### config.mk
export PLATFORM = sky130hd
export DESIGN_NAME = longest_prefix_match_table_core
export DESIGN_NICKNAME = d
export VERILOG_FILES = /design/src/rtl/core/lpm_pkg.sv /design/src/rtl/core/lpm_cell.sv /design/src/rtl/core/longest_prefix_match_table_core.sv
export SDC_FILE = /design/constraint.sdc
export NUM_CORES = 2
export LEC_CHECK = 0
export BUFFER_PORTS_ARGS = -buffer_cell sky130_fd_sc_hd__buf_2
export CAP_MARGIN = 20
export CORE_ASPECT_RATIO = 1.1
export CORE_MARGIN = 2
export CORE_UTILIZATION = 28
export DETAILED_ROUTE_END_ITERATION = 10
export HOLD_SLACK_MARGIN = 0.03
export RECOVER_POWER = 50
export SLEW_MARGIN = 15
export SYNTH_ARGS = -nofsm -noshare
export SYNTH_HDL_FRONTEND = slang
export SYNTH_HIERARCHICAL = 1
export SYNTH_SLANG_ARGS = --single-unit
### constraint.sdc
create_clock -name clk -period 78.4 [get_ports clk]
set_input_delay 3.92 -clock clk [delete_from_list [all_inputs] [get_ports clk]]
set_output_delay 3.92 -clock clk [all_outputs]
set_load 0.005 [all_outputs]
### src/rtl/core/lpm_pkg.sv
// ----------------------------------------------------------------------------
// lpm_pkg: shared types and constants for the longest prefix match table
// Table depth, port width, request/response payloads and the record that
// travels down the chain of route cells.
// ----------------------------------------------------------------------------
package lpm_pkg;

  localparam int ENTRIES   = 16;
  localparam int PORT_BITS = 4;

  localparam int SLOT_W     = 4;
  localparam int OUT_PORT_W = 4;
  localparam int ADDR_W     = 32;
  // cell index must cover both the table depth and the slot field
  localparam int CELL_IDX_W = ($clog2(ENTRIES) > SLOT_W) ? $clog2(ENTRIES) : SLOT_W;

  localparam logic MODE_WRITE  = 1'b0;
  localparam logic MODE_LOOKUP = 1'b1;

  typedef struct packed {
    logic                  mode;
    logic [SLOT_W-1:0]     slot;
    logic                  entry_valid;
    logic [ADDR_W-1:0]     entry_dest;
    logic [ADDR_W-1:0]     entry_mask;
    logic [OUT_PORT_W-1:0] entry_port;
    logic [ADDR_W-1:0]     lookup_addr;
  } lpm_req_t;

  typedef struct packed {
    logic                  hit;
    logic [OUT_PORT_W-1:0] out_port;
    logic [ADDR_W-1:0]     best_mask;
  } lpm_rsp_t;

  // request plus the best match found so far in earlier cells
  typedef struct packed {
    lpm_req_t             req;
    logic                 found;
    logic [ADDR_W-1:0]    win_mask;
    logic [PORT_BITS-1:0] win_port;
  } lpm_flow_t;

endpackage

### src/rtl/core/lpm_cell.sv
// ----------------------------------------------------------------------------
// lpm_cell: one route slot of the table
// Holds one entry, takes writes addressed to it, and folds its match into
// the running best result of a lookup before handing it to the next cell.
// ----------------------------------------------------------------------------
module lpm_cell
  import lpm_pkg::*;
(
  input  logic                  clk,
  input  logic                  rst,
  input  logic                  advance,
  input  logic [CELL_IDX_W-1:0] index,
  input  logic                  in_valid,
  input  lpm_flow_t             in_flow,
  output logic                  out_valid,
  output lpm_flow_t             out_flow
);

  logic                 entry_vld;
  logic [ADDR_W-1:0]    entry_dest;
  logic [ADDR_W-1:0]    entry_mask;
  logic [PORT_BITS-1:0] entry_port;

  logic      wr;
  logic      match;
  logic      better;
  lpm_flow_t flow_next;

  assign wr = in_valid && advance && (in_flow.req.mode == MODE_WRITE) &&
              (CELL_IDX_W'(in_flow.req.slot) == index);

  assign match = entry_vld && (in_flow.req.mode == MODE_LOOKUP) &&
                 ((in_flow.req.lookup_addr & entry_mask) == (entry_dest & entry_mask));

  // strict compare keeps the lower slot on equal masks
  assign better = match && (!in_flow.found || (entry_mask > in_flow.win_mask));

  always_comb begin
    flow_next = in_flow;
    if (better) begin
      flow_next.found    = 1'b1;
      flow_next.win_mask = entry_mask;
      flow_next.win_port = entry_port;
    end
  end

  always_ff @(posedge clk) begin
    if (rst) begin
      entry_vld <= 1'b0;
    end else if (wr) begin
      entry_vld <= in_flow.req.entry_valid;
    end
  end

  always_ff @(posedge clk) begin
    if (wr && in_flow.req.entry_valid) begin
      entry_dest <= in_flow.req.entry_dest;
      entry_mask <= in_flow.req.entry_mask;
      entry_port <= PORT_BITS'(in_flow.req.entry_port);
    end
  end

  always_ff @(posedge clk) begin
    if (rst) begin
      out_valid <= 1'b0;
    end else if (advance) begin
      out_valid <= in_valid;
    end
  end

  always_ff @(posedge clk) begin
    if (advance) begin
      out_flow <= flow_next;
    end
  end

endmodule

### src/rtl/core/longest_prefix_match_table_core.sv
// ----------------------------------------------------------------------------
// longest_prefix_match_table_core: IPv4 longest prefix match route table
// A chain of route cells, one per slot, that writes and looks up routes.
// ----------------------------------------------------------------------------
// Usage:
//   req/req_valid/req_ready carries a request: mode 0 writes or clears one
//   slot, mode 1 looks up lookup_addr. rsp/rsp_valid/rsp_ready returns one
//   response per request, in request order; writes answer with hit 0.
//   Each request walks the chain of ENTRIES cells, each cell registering it
//   in turn on its way to rsp_valid. A new request is taken every cycle
//   while the output does not stall; throughput is then one request per
//   cycle. Writes and lookups move together,
//   so a lookup sees exactly the writes accepted before it.
//   The last cell's register is the output register. When the receiver
//   stalls with a response waiting, the whole chain holds and req_ready
//   drops; it resumes in the cycle rsp_ready rises.
//   Reset clears every slot's valid bit and empties the chain at once;
//   stored destinations, masks and ports are left as they are.
// ----------------------------------------------------------------------------
module longest_prefix_match_table_core
  import lpm_pkg::*;
(
  input  logic     clk,
  input  logic     rst,
  input  logic     req_valid,
  output logic     req_ready,
  input  lpm_req_t req,
  output logic     rsp_valid,
  input  logic     rsp_ready,
  output lpm_rsp_t rsp
);

  logic      advance;
  logic      chain_valid [ENTRIES+1];
  lpm_flow_t chain_flow  [ENTRIES+1];
  lpm_flow_t last_flow;

  assign advance   = !chain_valid[ENTRIES] || rsp_ready;
  assign req_ready = advance;

  assign chain_valid[0]         = req_valid;
  assign chain_flow[0].req      = req;
  assign chain_flow[0].found    = 1'b0;
  assign chain_flow[0].win_mask = '0;
  assign chain_flow[0].win_port = '0;

  for (genvar i = 0; i < ENTRIES; i++) begin : g_cell
    lpm_cell u_cell (
      .clk       (clk),
      .rst       (rst),
      .advance   (advance),
      .index     (CELL_IDX_W'(i)),
      .in_valid  (chain_valid[i]),
      .in_flow   (chain_flow[i]),
      .out_valid (chain_valid[i+1]),
      .out_flow  (chain_flow[i+1])
    );
  end

  assign last_flow = chain_flow[ENTRIES];
  assign rsp_valid = chain_valid[ENTRIES];

  always_comb begin
    rsp.hit       = last_flow.found;
    rsp.out_port  = last_flow.found ? OUT_PORT_W'(last_flow.win_port) : '0;
    rsp.best_mask = last_flow.found ? last_flow.win_mask : '0;
  end

  a_ready_follows_stall: assert property (@(posedge clk) disable iff (rst)
    req_ready == (!rsp_valid || rsp_ready))
    else $error("req_ready does not follow output stall");

  a_write_no_hit: assert property (@(posedge clk) disable iff (rst)
    (rsp_valid && (last_flow.req.mode == MODE_WRITE)) |-> !rsp.hit)
    else $error("write request produced a hit");

  a_empty_after_reset: assert property (@(posedge clk)
    $past(rst) |-> !rsp_valid)
    else $error("response valid right after reset");

endmodule

==> reports/qor.csv <==
stage,metric,value,unit
placement,Placed Cells,13389,
global_routing,Congestion Overflow GR,0,
layout,Layout area overhead,13.3,%
cts,clk buf depth,4,
global_routing,pin count of the biggest net entering global routing,197,
drt,DRC violations left,0,
worst_setup_path,Worst Path Required,78880,ps
floorplan,Initial Util,0.281,
yosys,syn avg cell area,18.9,um^2
global_routing,vias in the first global route,59731,
power,Tot Pwr,0.00362,W
cts,H-tree depth,5,
drt,Met3 Wirelength,8.32,mm
timing,RSZ-0062 raised after global routing,no,
cts,clock transition at the registers of the reported paths,60,ps
timing,post-layout min period,11150,ps
floorplan,die area,471000,um^2
timing,Setup-failing EPs final,0,
timing,Highest Clock Rate,89.7,MHz
worst_setup_path,Startpoint Class,primary input,
timing,period utilization,0.142,
yosys,Ys Warns,6,
run,Max-Cap Viols,16,
cts,setup bufs post-CTS,0,
floorplan,Die Width,654,um
placement,I/O Buffers,148,
floorplan,Core ar.,463000,um^2
worst_setup_path,CP arrival,11630,ps
floorplan,Row Count,262,
power,pwr dens,24.5,nW/um^2
worst_setup_path,maximum fanout along the worst path,193,
drt,M1 WL,114,mm
global_routing,global-route wire length before repair,382,mm
worst_setup_path,cells on worst reg2reg path,6,
outcome,failing checks,"capacitance limit, slew limit",
layout,post-route cell area,148000,um^2
cts,CTS Hold Bufs,0,
placement,Final HPWL DP,196,mm
worst_setup_path,crit path kind,in -> reg,
cts,clk sinks,3302,
timing,Relative slew margins,-2.34,
drt,DR WL met2,121,mm
drt,remaining antenna violation count,0,
worst_setup_path,Critical Path End Type,flip-flop,
drt,Top Layer Used,met4,
cts,CTS root buffer,clkbuf_16,
placement,DP Area,139000,um^2
floorplan,DIE HEIGHT,720,um
outcome,status,"complete, but fails checks",
timing,Final Max Tran Viols,497,
timing,"Worst Setup Slack, final",67250,ps
global_routing,overall routing resource usage,0.106,
placement,pre-CTS setup slack,68940,ps
power,P_leak,54.1,nW
drt,vias per cell,4.13,
cts,post-cts sizing count,0,
drt,DR iter-0 viols,3993,
power,maximum vdd drop,0.0000157,V
layout,Final Non-Filler Cells,13970,
drt,DRT Pass-1 Iters,5,
yosys,cell count after synthesis,6892,
worst_setup_path,max incr delay on CP,1960,ps
cts,number of buffers created by CTS,331,
min_path,hold path cells,0,
timing,slew at the pin closest to its max-slew limit,4940,ps
worst_setup_path,critical-path cell list,clkbuf_1 > nand2b_1 > clkbuf_1 > buf_4 > buf_4 > buf_12 > buf_4,
layout,Fill cells,44033,
layout,nets@finish,8142,
yosys,post-synthesis cell area,130000,um^2
global_routing,initial antenna violation count,0,
placement,routability cong.,0.940,
drt,routed vias,57629,
timing,final setup TNS,0,ps
timing,clk_skew,49.2,ps
layout,layout cells sized above 1,0.108,
worst_setup_path,CP dominant cell by count,buf_4,
drt,final wirelength,258,mm
floorplan,io pins,149,
worst_setup_path,slowest cell on the critical path,clkbuf_1,
cts,"Clk Latency, worst-skew pair",900,ps
min_path,Hold Path Class,reg -> reg,
drt,per-cell routed wire length,18.5,um
timing,Final Hold Viols,0,
cts,CTS tree,done,
==> path summary, 6_finish.rpt <==
path	startpoint	end	slack [ps]
max	rsp_ready	g_cell[2].u_cell/out_flow[46]	67250
min	g_cell[14].u_cell/out_flow[77]	g_cell[15].u_cell/entry_mask[4]	400
max reg2reg	g_cell[15].u_cell/out_valid	g_cell[2].u_cell/out_flow[46]	70230
min reg2reg	g_cell[14].u_cell/out_flow[77]	g_cell[15].u_cell/entry_mask[4]	400
==> routing by layer <==
metal / vias up / global-route usage
met5: - / 0
met3: 565 / 0.0138
met2: 1245 / 0.176
li1: 27806 / -
met4: 0 / 0.0576
met1: 28013 / 0.135
==> critical path: cells and delay by family <==
kind | cells | cell delay, ps
buffers and inverters | 6 | 5680
AND/OR/NAND/NOR | 1 | 1720
==> through the flow <==
step | hold slack, ps | utilization
global placement | 401 | 0.301
finish | 404 | 0.319
floorplan | 400 | -
detailed placement | 405 | 0.301
global route | 423 | 0.319
CTS | 399 | 0.323
==> cell usage in the layout, fill, tap and decap left out, drive strengths merged, types with 26 or more instances in the layout <==
cell type  instances
and2              39
clkinv           116
xor2             528
nor3              32
o21ai             54
buf               94
a22o              32
mux2             576
nand3             74
clkbuf           527
nor2              48
nor4              32
a221oi            64
nand4            150
ha               512
edfxtp          3270
a21o              39
xnor2             48
a22oi            160
nand2            134
a21oi            230
inv              580
conb             135
and4              26
dfxtp             32
==> power by group <==
group	internal, W	total, W	switching (W)	leakage, nW
registers	0.00200	0.00205	0.0000454	33.1
logic	0.0000381	0.0000777	0.0000397	16.0
clock network	0.000857	0.00150	0.000639	4.97
total	0.00290	0.00362	0.000724	54.1
==> flip-flops by register name, indices dropped and copies added, names as in the netlist <==
name                      count
g_cell.u_cell/entry_mask    512
g_cell.u_cell/out_flow     2182
g_cell.u_cell/entry_vld      16
g_cell.u_cell/out_valid      16
g_cell.u_cell/entry_port     64
g_cell.u_cell/entry_dest    512
==> area by class of cell <==
cell class / count / area, um^2 / share of cell area
clock inverter: 169 / 1450 / 0.00979
tap: 6204 / 7760 / 0.0526
clock buffer: 408 / 8790 / 0.0596
antenna: 2 / 5.00 / 0.0000339
sequential: 3302 / 98800 / 0.669
timing repair buffer: 213 / 1070 / 0.00725
multi-input combinational: 3109 / 27600 / 0.187
inverter: 563 / 2110 / 0.0143
(Power assumes the default switching activity.)
